$ cat config.mk
export PLATFORM = sky130hd
export DESIGN_NAME = tls_handshake_field_parser
export DESIGN_NICKNAME = d
export VERILOG_FILES = /design/src/hdl/thfp_pkg.sv /design/src/hdl/thfp_core.sv /design/src/hdl/thfp_outq.sv /design/src/hdl/tls_handshake_field_parser.sv
export SDC_FILE = /design/constraint.sdc
export NUM_CORES = 1
export LEC_CHECK = 0
export ABC_AREA = 1
export BUFFER_PORTS_ARGS = -buffer_cell sky130_fd_sc_hd__buf_2
export CAP_MARGIN = 20
export CORE_MARGIN = 2
export CORE_UTILIZATION = 55
export CTS_BUF_LIST = sky130_fd_sc_hd__clkbuf_4 sky130_fd_sc_hd__clkbuf_8 sky130_fd_sc_hd__clkbuf_16
export DETAILED_ROUTE_END_ITERATION = 12
export PLACE_DENSITY = 0.85
export SLEW_MARGIN = 10
export SYNTH_ARGS = -nofsm -noshare
export SYNTH_HDL_FRONTEND = slang
export SYNTH_HIERARCHICAL = 1
export SYNTH_SLANG_ARGS = --single-unit
$ cat constraint.sdc
create_clock -name clk -period 5.5 [get_ports clk]
set_input_delay 0 -clock clk [delete_from_list [all_inputs] [get_ports clk]]
set_output_delay 0 -clock clk [all_outputs]
set_load 0.005 [all_outputs]
$ cat src/hdl/thfp_pkg.sv
package thfp_pkg;

	typedef enum logic [4:0] {
		PH_HDR, PH_VER, PH_TS, PH_RND, PH_SIDLEN, PH_SID, PH_CSLEN, PH_CS, PH_COMPLEN,
		PH_COMP, PH_SSUITE, PH_SCOMP, PH_EXTSLEN, PH_ETYPE, PH_ELEN, PH_EBODY,
		PH_CERTSLEN, PH_CLEN, PH_CBYTE, PH_SKIP, PH_SKIPREC
	} phase_t;

	localparam logic [3:0] TK_HEADER   = 4'd0;
	localparam logic [3:0] TK_VERSION  = 4'd1;
	localparam logic [3:0] TK_TSTAMP   = 4'd2;
	localparam logic [3:0] TK_RANDOM   = 4'd3;
	localparam logic [3:0] TK_SESSION  = 4'd4;
	localparam logic [3:0] TK_SUITE    = 4'd5;
	localparam logic [3:0] TK_COMP     = 4'd6;
	localparam logic [3:0] TK_EXTTYPE  = 4'd7;
	localparam logic [3:0] TK_EXTLEN   = 4'd8;
	localparam logic [3:0] TK_CERTLEN  = 4'd9;
	localparam logic [3:0] TK_CERTBYTE = 4'd10;
	localparam logic [3:0] TK_FINISHED = 4'd11;
	localparam logic [3:0] TK_ERROR    = 4'd12;

	localparam logic [2:0] ERR_NONE       = 3'd0;
	localparam logic [2:0] ERR_HELLO      = 3'd1;
	localparam logic [2:0] ERR_SID        = 3'd2;
	localparam logic [2:0] ERR_SUITES     = 3'd3;
	localparam logic [2:0] ERR_SHELLO     = 3'd4;
	localparam logic [2:0] ERR_CERT       = 3'd5;

	localparam logic [7:0] MT_CLIENT_HELLO = 8'd1;
	localparam logic [7:0] MT_SERVER_HELLO = 8'd2;
	localparam logic [7:0] MT_CERTIFICATE  = 8'd11;
	localparam logic [7:0] MT_FINISHED     = 8'd20;

	localparam logic [23:0] MIN_HELLO    = 24'd35;
	localparam logic [5:0]  RANDOM_BYTES = 6'd28;

	localparam int unsigned OUTQ_DEPTH_DEF = 4;

	typedef struct packed {
		logic [7:0]  data_byte;
		logic        record_start;
		logic [15:0] record_length;
		logic        after_change_cipher;
	} in_item_t;

	typedef struct packed {
		logic [3:0]  token_kind;
		logic [23:0] token_value;
		logic [7:0]  message_type;
		logic [2:0]  error_code;
		logic        last_token;
	} out_item_t;

	typedef struct packed {
		logic        valid;
		out_item_t   tok;
	} tok_slot_t;

endpackage

$ cat src/hdl/thfp_core.sv
module thfp_core (
	input  logic              clk,
	input  logic              arst_n,
	input  logic              step,
	input  thfp_pkg::in_item_t item,
	input  logic              emit_raw,
	output thfp_pkg::tok_slot_t tok0,
	output thfp_pkg::tok_slot_t tok1
);
	import thfp_pkg::*;

	phase_t      phase_q, phase_d;
	logic [5:0]  fcnt_q, fcnt_d;
	logic [23:0] facc_q, facc_d;
	logic [23:0] mrem_q, mrem_d;
	logic [15:0] rrem_q, rrem_d;
	logic [23:0] lrem_q, lrem_d;
	logic [7:0]  ctype_q, ctype_d;
	logic        sknown_q, sknown_d;

	logic [3:0]  k0, k1;
	logic [23:0] v0, v1;
	logic [7:0]  t0, t1;
	logic [2:0]  e0, e1;
	logic [1:0]  n;

	always_ff @(posedge clk or negedge arst_n) begin
		if (!arst_n) begin
			phase_q <= PH_HDR;
			fcnt_q <= '0;
			facc_q <= '0;
			mrem_q <= '0;
			rrem_q <= '0;
			lrem_q <= '0;
			ctype_q <= '0;
			sknown_q <= 1'b0;
		end else if (step) begin
			phase_q <= phase_d;
			fcnt_q <= fcnt_d;
			facc_q <= facc_d;
			mrem_q <= mrem_d;
			rrem_q <= rrem_d;
			lrem_q <= lrem_d;
			ctype_q <= ctype_d;
			sknown_q <= sknown_d;
		end
	end

	always_comb begin
		logic [7:0]  b;
		logic [23:0] acc;
		logic [5:0]  cnt;
		logic        ok;
		logic [2:0]  code;
		b = item.data_byte;
		phase_d = phase_q;
		fcnt_d = fcnt_q;
		facc_d = facc_q;
		mrem_d = mrem_q;
		rrem_d = rrem_q;
		lrem_d = lrem_q;
		ctype_d = ctype_q;
		sknown_d = sknown_q;
		n = 2'd0;
		k0 = '0; v0 = '0; t0 = '0; e0 = '0;
		k1 = '0; v1 = '0; t1 = '0; e1 = '0;
		acc = '0;
		cnt = '0;
		ok = 1'b0;
		code = ERR_NONE;

		if (item.record_start) begin
			rrem_d = item.record_length;
			fcnt_d = '0;
			facc_d = '0;
			mrem_d = '0;
			lrem_d = '0;
			phase_d = PH_HDR;
			if (item.after_change_cipher) begin
				ctype_d = MT_FINISHED;
				k0 = TK_FINISHED; v0 = {8'd0, item.record_length}; t0 = MT_FINISHED;
				n = 2'd1;
				phase_d = PH_SKIPREC;
			end
		end

		if (rrem_d != 16'd0) begin
			rrem_d = rrem_d - 16'd1;
			acc = {facc_d[15:0], b};
			cnt = fcnt_d + 6'd1;
			if (phase_d == PH_SKIPREC) begin
			end else if (phase_d == PH_HDR) begin
				fcnt_d = cnt;
				if (cnt == 6'd1) begin
					ctype_d = b;
					facc_d = '0;
				end else begin
					facc_d = acc;
				end
				if (cnt >= 6'd4) begin
					k0 = TK_HEADER; v0 = facc_d; t0 = ctype_d; n = 2'd1;
					mrem_d = facc_d;
					fcnt_d = '0;
					facc_d = '0;
					lrem_d = '0;
					if (ctype_d == MT_CLIENT_HELLO || ctype_d == MT_SERVER_HELLO) begin
						if (mrem_d < MIN_HELLO) begin
							k1 = TK_ERROR; t1 = ctype_d; e1 = ERR_HELLO; n = 2'd2;
							phase_d = PH_SKIP;
						end else phase_d = PH_VER;
					end else if (ctype_d == MT_CERTIFICATE) begin
						if (mrem_d < 24'd3) begin
							k1 = TK_ERROR; t1 = ctype_d; e1 = ERR_CERT; n = 2'd2;
							phase_d = PH_SKIP;
						end else phase_d = PH_CERTSLEN;
					end else phase_d = PH_SKIP;
					if (mrem_d == 24'd0) phase_d = PH_HDR;
				end
			end else begin
				if (mrem_d != 24'd0) mrem_d = mrem_d - 24'd1;
				t0 = ctype_d; t1 = ctype_d;
				case (phase_d)
					PH_VER: begin
						fcnt_d = cnt; facc_d = acc;
						if (cnt >= 6'd2) begin
							k0 = TK_VERSION; v0 = {8'd0, acc[15:0]}; n = 2'd1;
							fcnt_d = '0; facc_d = '0; phase_d = PH_TS;
						end
					end
					PH_TS: begin
						fcnt_d = cnt; facc_d = acc;
						if (cnt == 6'd2 || cnt >= 6'd4) begin
							k0 = TK_TSTAMP; v0 = {8'd0, acc[15:0]}; n = 2'd1;
							facc_d = '0;
						end
						if (cnt >= 6'd4) begin
							fcnt_d = '0; facc_d = '0; phase_d = PH_RND;
						end
					end
					PH_RND: begin
						if (emit_raw) begin
							k0 = TK_RANDOM; v0 = {16'd0, b}; n = 2'd1;
						end
						fcnt_d = cnt;
						if (cnt >= RANDOM_BYTES) begin
							fcnt_d = '0; facc_d = '0; phase_d = PH_SIDLEN;
						end
					end
					PH_SIDLEN: begin
						if ({16'd0, b} > mrem_d) begin
							k0 = TK_ERROR; e0 = ERR_SID; n = 2'd1;
							fcnt_d = '0; facc_d = '0; phase_d = PH_SKIP;
						end else if (b == 8'd0) begin
							fcnt_d = '0; facc_d = '0;
							phase_d = (ctype_d == MT_CLIENT_HELLO) ? PH_CSLEN : PH_SSUITE;
						end else begin
							lrem_d = {16'd0, b}; phase_d = PH_SID;
						end
					end
					PH_SID: begin
						if (emit_raw) begin
							k0 = TK_SESSION; v0 = {16'd0, b}; n = 2'd1;
						end
						if (lrem_d != 24'd0) lrem_d = lrem_d - 24'd1;
						if (lrem_d == 24'd0) begin
							fcnt_d = '0; facc_d = '0;
							phase_d = (ctype_d == MT_CLIENT_HELLO) ? PH_CSLEN : PH_SSUITE;
						end
					end
					PH_CSLEN: begin
						fcnt_d = cnt; facc_d = acc;
						if (cnt >= 6'd2) begin
							fcnt_d = '0; facc_d = '0;
							if (acc > mrem_d) begin
								k0 = TK_ERROR; e0 = ERR_SUITES; n = 2'd1;
								phase_d = PH_SKIP;
							end else begin
								lrem_d = acc;
								phase_d = (acc != 24'd0) ? PH_CS : PH_COMPLEN;
							end
						end
					end
					PH_CS: begin
						if (lrem_d != 24'd0) lrem_d = lrem_d - 24'd1;
						fcnt_d = cnt; facc_d = acc;
						if (cnt >= 6'd2) begin
							k0 = TK_SUITE; v0 = {8'd0, acc[15:0]}; n = 2'd1;
							fcnt_d = '0; facc_d = '0;
						end
						if (lrem_d == 24'd0) begin
							fcnt_d = '0; facc_d = '0; phase_d = PH_COMPLEN;
						end
					end
					PH_COMPLEN: begin
						if ({16'd0, b} > mrem_d) begin
							k0 = TK_ERROR; e0 = ERR_HELLO; n = 2'd1;
							fcnt_d = '0; facc_d = '0; phase_d = PH_SKIP;
						end else begin
							lrem_d = {16'd0, b};
							phase_d = (b != 8'd0) ? PH_COMP : PH_EXTSLEN;
						end
					end
					PH_COMP: begin
						k0 = TK_COMP; v0 = {16'd0, b}; n = 2'd1;
						if (lrem_d != 24'd0) lrem_d = lrem_d - 24'd1;
						if (lrem_d == 24'd0) phase_d = PH_EXTSLEN;
					end
					PH_SSUITE: begin
						fcnt_d = cnt; facc_d = acc;
						if (cnt >= 6'd2) begin
							k0 = TK_SUITE; v0 = {8'd0, acc[15:0]}; n = 2'd1;
							sknown_d = 1'b1;
							fcnt_d = '0; facc_d = '0; phase_d = PH_SCOMP;
						end
					end
					PH_SCOMP: begin
						k0 = TK_COMP; v0 = {16'd0, b}; n = 2'd1;
						phase_d = PH_EXTSLEN;
					end
					PH_EXTSLEN: begin
						fcnt_d = cnt; facc_d = acc;
						if (cnt >= 6'd2) begin
							fcnt_d = '0; facc_d = '0; phase_d = PH_ETYPE;
						end
					end
					PH_ETYPE: begin
						fcnt_d = cnt; facc_d = acc;
						if (cnt >= 6'd2) begin
							k0 = TK_EXTTYPE; v0 = {8'd0, acc[15:0]}; n = 2'd1;
							fcnt_d = '0; facc_d = '0; phase_d = PH_ELEN;
						end
					end
					PH_ELEN: begin
						fcnt_d = cnt; facc_d = acc;
						if (cnt >= 6'd2) begin
							k0 = TK_EXTLEN; v0 = {8'd0, acc[15:0]}; n = 2'd1;
							fcnt_d = '0; facc_d = '0;
							lrem_d = {8'd0, acc[15:0]};
							phase_d = (acc[15:0] != 16'd0) ? PH_EBODY : PH_ETYPE;
						end
					end
					PH_EBODY: begin
						if (lrem_d != 24'd0) lrem_d = lrem_d - 24'd1;
						if (lrem_d == 24'd0) phase_d = PH_ETYPE;
					end
					PH_CERTSLEN: begin
						fcnt_d = cnt; facc_d = acc;
						if (cnt >= 6'd3) begin
							lrem_d = acc;
							fcnt_d = '0; facc_d = '0;
							phase_d = (acc != 24'd0 && mrem_d != 24'd0) ? PH_CLEN : PH_SKIP;
						end
					end
					PH_CLEN: begin
						fcnt_d = cnt; facc_d = acc;
						if (cnt >= 6'd3) begin
							k0 = TK_CERTLEN; v0 = acc; n = 2'd1;
							if (lrem_d < 24'd3 || acc > lrem_d - 24'd3 || acc > mrem_d) begin
								k1 = TK_ERROR; e1 = ERR_CERT; n = 2'd2;
								fcnt_d = '0; facc_d = '0; phase_d = PH_SKIP;
							end else begin
								lrem_d = lrem_d - 24'd3;
								fcnt_d = '0;
								facc_d = acc;
								if (acc == 24'd0) begin
									facc_d = '0;
									phase_d = (lrem_d != 24'd0 && mrem_d != 24'd0) ?
										PH_CLEN : PH_SKIP;
								end else phase_d = PH_CBYTE;
							end
						end
					end
					PH_CBYTE: begin
						if (emit_raw) begin
							k0 = TK_CERTBYTE; v0 = {16'd0, b}; n = 2'd1;
						end
						if (facc_d != 24'd0) facc_d = facc_d - 24'd1;
						if (lrem_d != 24'd0) lrem_d = lrem_d - 24'd1;
						if (facc_d == 24'd0) begin
							fcnt_d = '0;
							phase_d = (lrem_d != 24'd0 && mrem_d != 24'd0) ? PH_CLEN : PH_SKIP;
						end
					end
					PH_SKIP: begin
					end
					default: phase_d = PH_SKIP;
				endcase
				if (mrem_d == 24'd0) begin
					ok = (phase_d == PH_EXTSLEN || phase_d == PH_ETYPE ||
						phase_d == PH_ELEN || phase_d == PH_EBODY || phase_d == PH_SKIP);
					if (!ok) begin
						if (ctype_d == MT_CLIENT_HELLO) code = ERR_HELLO;
						else if (ctype_d == MT_SERVER_HELLO) code = ERR_SHELLO;
						else if (ctype_d == MT_CERTIFICATE) code = ERR_CERT;
						if (code != ERR_NONE && n != 2'd2) begin
							if (n == 2'd0) begin
								k0 = TK_ERROR; v0 = '0; e0 = code; n = 2'd1;
							end else begin
								k1 = TK_ERROR; v1 = '0; e1 = code; n = 2'd2;
							end
						end
					end
					fcnt_d = '0; facc_d = '0; lrem_d = '0; phase_d = PH_HDR;
				end
			end
		end
	end

	assign tok0.valid = (n != 2'd0);
	assign tok0.tok = '{token_kind: k0, token_value: v0, message_type: t0,
		error_code: e0, last_token: (n == 2'd1)};
	assign tok1.valid = (n == 2'd2);
	assign tok1.tok = '{token_kind: k1, token_value: v1, message_type: t1,
		error_code: e1, last_token: 1'b1};

endmodule

$ cat src/hdl/thfp_outq.sv
module thfp_outq #(
	parameter int unsigned DEPTH = thfp_pkg::OUTQ_DEPTH_DEF
) (
	input  logic               clk,
	input  logic               arst_n,
	input  logic               push,
	input  thfp_pkg::tok_slot_t tok0,
	input  thfp_pkg::tok_slot_t tok1,
	output logic               room,
	output logic               valid,
	output thfp_pkg::out_item_t data,
	input  logic               stall
);
	import thfp_pkg::*;

	localparam int unsigned AW = $clog2(DEPTH);

	out_item_t          mem_q [DEPTH];
	logic [AW-1:0]      wp_q, rp_q;
	logic [AW:0]        cnt_q;
	logic [AW-1:0]      wp1;
	logic [1:0]         nin;
	logic               pop;

	assign pop = valid && !stall;
	assign nin = (push && tok0.valid) ? (tok1.valid ? 2'd2 : 2'd1) : 2'd0;
	assign wp1 = (wp_q == AW'(DEPTH - 1)) ? '0 : wp_q + 1'b1;
	assign room = (cnt_q <= (AW + 1)'(DEPTH - 2));
	assign valid = (cnt_q != '0);
	assign data = mem_q[rp_q];

	always_ff @(posedge clk) begin
		if (nin != 2'd0) mem_q[wp_q] <= tok0.tok;
		if (nin == 2'd2) mem_q[wp1] <= tok1.tok;
	end

	always_ff @(posedge clk or negedge arst_n) begin
		if (!arst_n) begin
			wp_q <= '0;
			rp_q <= '0;
			cnt_q <= '0;
		end else begin
			if (nin == 2'd1) wp_q <= wp1;
			else if (nin == 2'd2) wp_q <= (wp1 == AW'(DEPTH - 1)) ? '0 : wp1 + 1'b1;
			if (pop) rp_q <= (rp_q == AW'(DEPTH - 1)) ? '0 : rp_q + 1'b1;
			cnt_q <= cnt_q + (AW + 1)'(nin) - (AW + 1)'(pop);
		end
	end

endmodule

$ cat src/hdl/tls_handshake_field_parser.sv
// TLS handshake field parser.
// in_valid/in_stall carry one record payload byte per transaction with its
// record_start, record_length and after_change_cipher flags. out_valid/
// out_stall carry tokens; each byte yields zero, one or two tokens, and
// last_token marks the final token of a byte.
// cfg_valid/cfg_ready write emit_raw_bytes (bit 0 of cfg_data); ready is
// always high.
// An accepted byte's tokens are written into an OUTQ_DEPTH-entry token queue
// (four by default) at the edge that accepts the byte. The parser takes one
// byte per cycle while in_stall is low; a byte giving two tokens needs two
// output transfers, so sustained input rate follows output token rate.
// in_stall rises when fewer than two queue slots are free.
// Reset clears the parse state, empties the queue and sets emit_raw_bytes.
// While out_stall is high tokens hold in the queue; once fewer than two slots
// are free, in_stall holds the input side.
module tls_handshake_field_parser #(
	parameter int unsigned OUTQ_DEPTH = thfp_pkg::OUTQ_DEPTH_DEF
) (
	input  logic                clk,
	input  logic                arst_n,
	input  logic                in_valid,
	output logic                in_stall,
	input  thfp_pkg::in_item_t  in_data,
	output logic                out_valid,
	input  logic                out_stall,
	output thfp_pkg::out_item_t out_data,
	input  logic                cfg_valid,
	output logic                cfg_ready,
	input  logic                cfg_data
);
	import thfp_pkg::*;

	logic      emit_q;
	logic      room;
	logic      step;
	tok_slot_t tok0, tok1;

	assign cfg_ready = 1'b1;
	assign in_stall = !room;
	assign step = in_valid && room;

	always_ff @(posedge clk or negedge arst_n) begin
		if (!arst_n) emit_q <= 1'b1;
		else if (cfg_valid) emit_q <= cfg_data;
	end

	thfp_core u_core (
		.clk(clk), .arst_n(arst_n), .step(step), .item(in_data),
		.emit_raw(emit_q), .tok0(tok0), .tok1(tok1)
	);

	thfp_outq #(.DEPTH(OUTQ_DEPTH)) u_outq (
		.clk(clk), .arst_n(arst_n), .push(step), .tok0(tok0), .tok1(tok1),
		.room(room), .valid(out_valid), .data(out_data), .stall(out_stall)
	);

endmodule

## After elaboration in Yosys (flattened, before gate mapping)

Memory sizes are Yosys's and may differ from the RTL's.
Cells that the tools add are included.

| storage, ports and cells | value |
|---|---|
| register bits after elaboration | 115 |
| RAM bits | 160 |
| output and inout port bits | 43 |
| logic and storage cells | 410 |
| memories kept | 1 |

| cells by class | value |
|---|---|
| add/sub/neg operators | 11 |
| $lt $le $gt $ge | 11 |
| eq/ne operators | 41 |
| mux-type cells | 285 |
| reduce and logical (&&, ||, !) cells | 50 |

Memory list:

| name | depth | bits a word | rd ports | clocked after Yosys merged registers in | write ports | line | RTL |
|---|---|---|---|---|---|---|---|
| u_outq.mem_q | 4 | 40 | 1 | 0 | 2 | thfp_outq.sv:18 | `out_item_t mem_q [DEPTH];` |

Operators with widths:

| kind | count |
|---|---|
| 24-bit two-way mux | 86 |
| 24-bit case mux with 11 select lines | 1 |
| 24-bit case mux with 10 select lines | 1 |
| 24-bit logical NOT | 8 |
| 8-bit two-way mux | 22 |
| 5-bit two-way mux | 35 |
| 24-bit nonzero test | 7 |
| 4-bit two-way mux | 39 |
| 24-bit case mux with 5 select lines | 1 |
| 5-bit case mux with 19 select lines | 1 |
| 3-bit two-way mux | 31 |
| 6-bit two-way mux | 15 |
| 2-bit two-way mux | 39 |
| 24-bit by 1-bit subtractor with 24-bit output (second input constant) | 3 |
| 5-bit by 4-bit == test with 1-bit output (second input constant) | 12 |
| 6-bit case mux with 9 select lines | 1 |
| 24-bit greater-than comparator | 2 |
| 24-bit by 2-bit < comparator with 1-bit output (second input constant) | 2 |
| 16-bit two-way mux | 3 |
| 4-bit case mux with 12 select lines | 1 |
| 16-bit nonzero test | 2 |
| 5-bit == test (second input constant) | 6 |
| 8-bit by 24-bit greater-than comparator with 1-bit output | 1 |
| 24-bit by 6-bit < comparator with 1-bit output (second input constant) | 1 |
| 37 further kinds | 78 |

## Logic depth before layout (Yosys ltp)

| depth | value |
|---|---|
| depth in word-level cells | 40 |
| gate-level depth with buffers | 45 |

## By module

Netlist, hierarchy kept.

By module, submodules not included:

| module | times used | cells each | area each (um^2) |
|---|---|---|---|
| thfp_core | 1 | 2891 | 16233.1 |
| thfp_outq | 1 | 847 | 8480.6 |
| tls_handshake_field_parser | 1 | 10 | 63.8 |

## Worst setup path after synthesis

Ideal clock, no wire load.

| timing path | value |
|---|---|
| path type | reg2reg |
| from | register u_core.mrem_q[0] |
| to | memory u_outq/mem_q[3][0] in the netlist's numbering, enable pin |
| library setup time | 398 ps |
| arrival time | 5106 ps |
| slack | -4 ps |
| cell stages (with the launch flop) | 38 |
| buffers on the path | 2 |
| clock period less this slack | 5504 ps |
| cell sequence | dfrtp_1 -> nand2_1 -> ha_1 -> nand3_1 -> inv_1 -> nand2_1 -> nor2_4 -> nand2_2 -> buf_6 -> nand2_1 -> nand2_1 -> ha_1 -> inv_1 -> nor2_1 -> o21ai_0 -> nand2_1 -> nand2_1 -> nand2_1 -> [2 not listed] -> nand2_1 -> inv_1 -> a31oi_1 -> nand3_1 -> nand2_1 -> nand2_1 -> nand2_1 -> nand2_1 -> nand2_2 -> nand3_2 -> o21ai_1 -> nand2_1 -> nand3_1 -> nand2_4 -> nor2_8 -> nand2_4 -> buf_6 -> nand2_1 |

RTL lines:

| element | line | RTL |
|---|---|---|
| start: declaration | thfp_core.sv:15 | `logic [23:0] mrem_q, mrem_d;` |
| start signal: assignment | thfp_core.sv:41 | `mrem_q <= mrem_d;` |
| end: declaration | thfp_outq.sv:18 |  |

==> metrics.txt <==
Mapped Avg Cell Area=6.611 µm²; Slew Viols, Final=0; Post-Syn Instances=3748; Setup CP Type=flip-flop to flip-flop; Hold Vio Cnt, Final=0; die height=216.3 µm; die width=216.3 µm; Post-Synth Adder-Cell Area=0.03363; hold slack=43.21 ps; placed wire-length estimate=76930 µm; Top cell by count, worst path=nand2_1; row count=77; flops & latches, synth=275; pin count of the biggest net entering global routing=84; Place WS=-25.47 ps; GRT Total Usage=0.4368; switching share of power=0.5231; max-cap violations=0; startpoint types=flip-flop; # nets final=4037; layout cells sized above 1=0.1458; via count=28540; Post-DRT Antenna Nets=0; Inst Count DP=4468; fillcell total=4183; Yosys Warn Count=6; crit end category=flip-flop; Hold Startpoint=in_data[23]; FMAX=186.9 MHz; Initial Utilization=0.5591; post-layout util=0.6386; cell leakage power=13.26 nW; RSZ-0062 raised after global routing=true; Clk Latency, worst-skew pair=650 ps; Int Power=0.007255 W; setup violators final=0; Num CTS Buffers=31; io pins=75; Non-Filler Instances=4556; commonest non-fill, non-tap cell in the layout=nand2_1; FF-to-FF End=u_outq/mem_q[1][21]; main flop type after synthesis=edfxtp_1; Root Buffer=clkbuf_16; total iterations of the first detailed-routing run=7; Synth Area in XOR/XNOR=0.01166; DR iter-0 viols=4043; crit path DAT=5660 ps; largest family of logic cells by synthesized area=simple AND/OR/NAND/NOR gates; total gr overflow=0; vias in the first global route=26660; CTS tree=built; status=complete, no violations; post-detailed-route wirelength per cell=23.09 µm; worst r2r src=u_core/lrem_q[2]; Clk pwr share=0.147; Hold Path Depth=7; CP startpoint=u_core/lrem_q[2]; DR vias/cell=6.265; CTS clock-pin slew for the worst setup and hold paths=70 ps; most frequent cells in the layout=nand2_1, nor2_1, o21ai_0; r2r setup slk=150 ps; sequential share of the synthesized area=0.3101; Layout area overhead=14.21%; Sum Neg Setup Slack=0 ps; final WL=105200 µm; Synth Area in Compound Gates=0.2295; port bufs=73; r2r worst-path depth=34; Post-Synth Simple-Gate Area=0.3060; Die Area=46760 µm²; CP peak stage delay=440 ps; NetSw=0.007959 W; WP data required=5810 ps; PD cells=537.6 nW/µm²; clk sink count=275; post-layout minimum cycle time=5351 ps; sequential group share of total power=0.207; multiplexer area fraction after synthesis=0; GP Congestion=1.060; Core ar.=44320 µm²; Rel. slew slack=0.3457; worst slew pin tran=980.4 ps; crit-path max FO=17; final worst setup slack=149.4 ps; DRC Markers=0; Max stage delay cell, worst path=dfrtp_1; mapped cell area=24780 µm²; initial antenna violation count=6; final period utilization=0.9728; # diodes=0; combinational group share of total power=0.647; hold endpoint=u_core/facc_q[5]; Post-synth EDFFs=160; Hold Path Class=input pin to flip-flop; Worst VDD drop=475.5 µV; ys async rst share=0.4182; Cell variety after synth=66; first-pass GRT wire length=157300 µm; maximum clock insertion buffer count=3; Setup Skew=55.23 ps; H-tree depth=1
## worst max-delay path: cells and delay by family (launching register included)
kind | cells | cell delay (ps)
flops | 1 | 440
fa+ha+maj | 1 | 300
buf+inv | 6 | 810
simple gates | 24 | 2820
xor+xnor | 1 | 280
compound gates | 2 | 350
## cell families after synthesis
| family | after synthesis |
|---|---|
| AOI/OAI and AO/OA | 995 |
| xor gates and xnor gates | 33 |
| adders and majority gates | 66 |
| buffers and inverters | 581 |
| DFF | 275 |
| other | 3 |
| and+or+nand+nor | 1795 |
## layout make-up
class,count,area [µm²],area share
multi-input cells,2918,14720,0.5203
flip-flops and latches,275,7686,0.2716
repair buffers,355,2729,0.09643
inverters,358,1351,0.04775
clock buffers,41,863.3,0.03051
well taps,592,740.7,0.02617
clock inverters,17,205.2,0.007251
## power by group through the flow
stage          Combinational [W]  Sequential, W  Clock (W)
2_1_floorplan            0.00605        0.00308          0
3_3_place_gp             0.00916        0.00314          0
6_report                 0.00984        0.00314    0.00223
4_1_cts                  0.00933        0.00312    0.00224
5_1_grt                   0.0106        0.00319    0.00231
3_5_place_dp             0.00925        0.00315          0
## how the worst max path moves through the flow
stage,endpoint,slack [ps],cells past startpoint
floorplan,u_outq/mem_q[0][0],5,37
global placement,u_outq/cnt_q[2],40,33
detailed placement,u_outq/cnt_q[2],-30,33
CTS,u_outq/cnt_q[2],60,37
global route,u_outq/cnt_q[2],-100,43
finish,u_outq/mem_q[1][21],150,34
## stage by stage
step           instance area (µm²)  power [W]
6_report                     28300    0.01521
2_1_floorplan                24880   0.009127
3_5_place_dp                 26680    0.01240
4_1_cts                      28000    0.01468
3_3_place_gp                 26680    0.01230
5_1_grt                      28300    0.01612
## repair_timing
| item | in CTS | in global routing |
|---|---|---|
| resized for setup | 2 | 68 |
| hold buffers | 24 | 0 |
| hold endpoints to repair | 72 | 0 |
| setup endpoints to repair | 23 | 322 |
| pin swaps | 0 | 16 |
| buffers inserted | 0 | 5 |
| gates cloned | 0 | 1 |
## Yosys cell counts (28+ instances only)
cell type  count  area [µm²]
dfrtp_1      114        2853
o21ai_0      333        1667
o21ai_1      171       855.8
buf_2         33       165.2
o22ai_1       51       319.1
a31oi_1       28       175.2
buf_4         37       277.8
nand3_1      245        1226
ha_1          65       813.3
o21ai_2       36       315.3
buf_6         40       450.4
edfxtp_1     160        4805
nand2_1     1015        3810
nand4_1       51       319.1
clkbuf_1     104       390.4
a21oi_1      231        1156
o211ai_1      44       330.3
inv_1        323        1212
nor3_1        31       155.2
nor2_1       367        1378
## sequential cells by signal (all words and copies together) (netlist names)
| name | cells |
|---|---|
| emit_q | 1 |
| u_core/ctype_q | 8 |
| u_core/facc_q | 24 |
| u_core/fcnt_q | 6 |
| u_core/lrem_q | 24 |
| u_core/mrem_q | 24 |
| u_core/phase_q | 5 |
| u_core/rrem_q | 16 |
| u_outq/cnt_q | 3 |
| u_outq/mem_q | 160 |
| u_outq/rp_q | 2 |
| u_outq/wp_q | 2 |
## routing by layer
layer / share of wire / up-vias / track usage
met5: 0.00055 / - / 0
met4: 0.073 / 8 / 0.2669
met3: 0.12 / 492 / 0.1012
met2: 0.44 / 1930 / 0.6970
met1: 0.37 / 13050 / 0.5374
li1: - / 13070 / -
No activity file was read; power rests on OpenSTA's default activity.
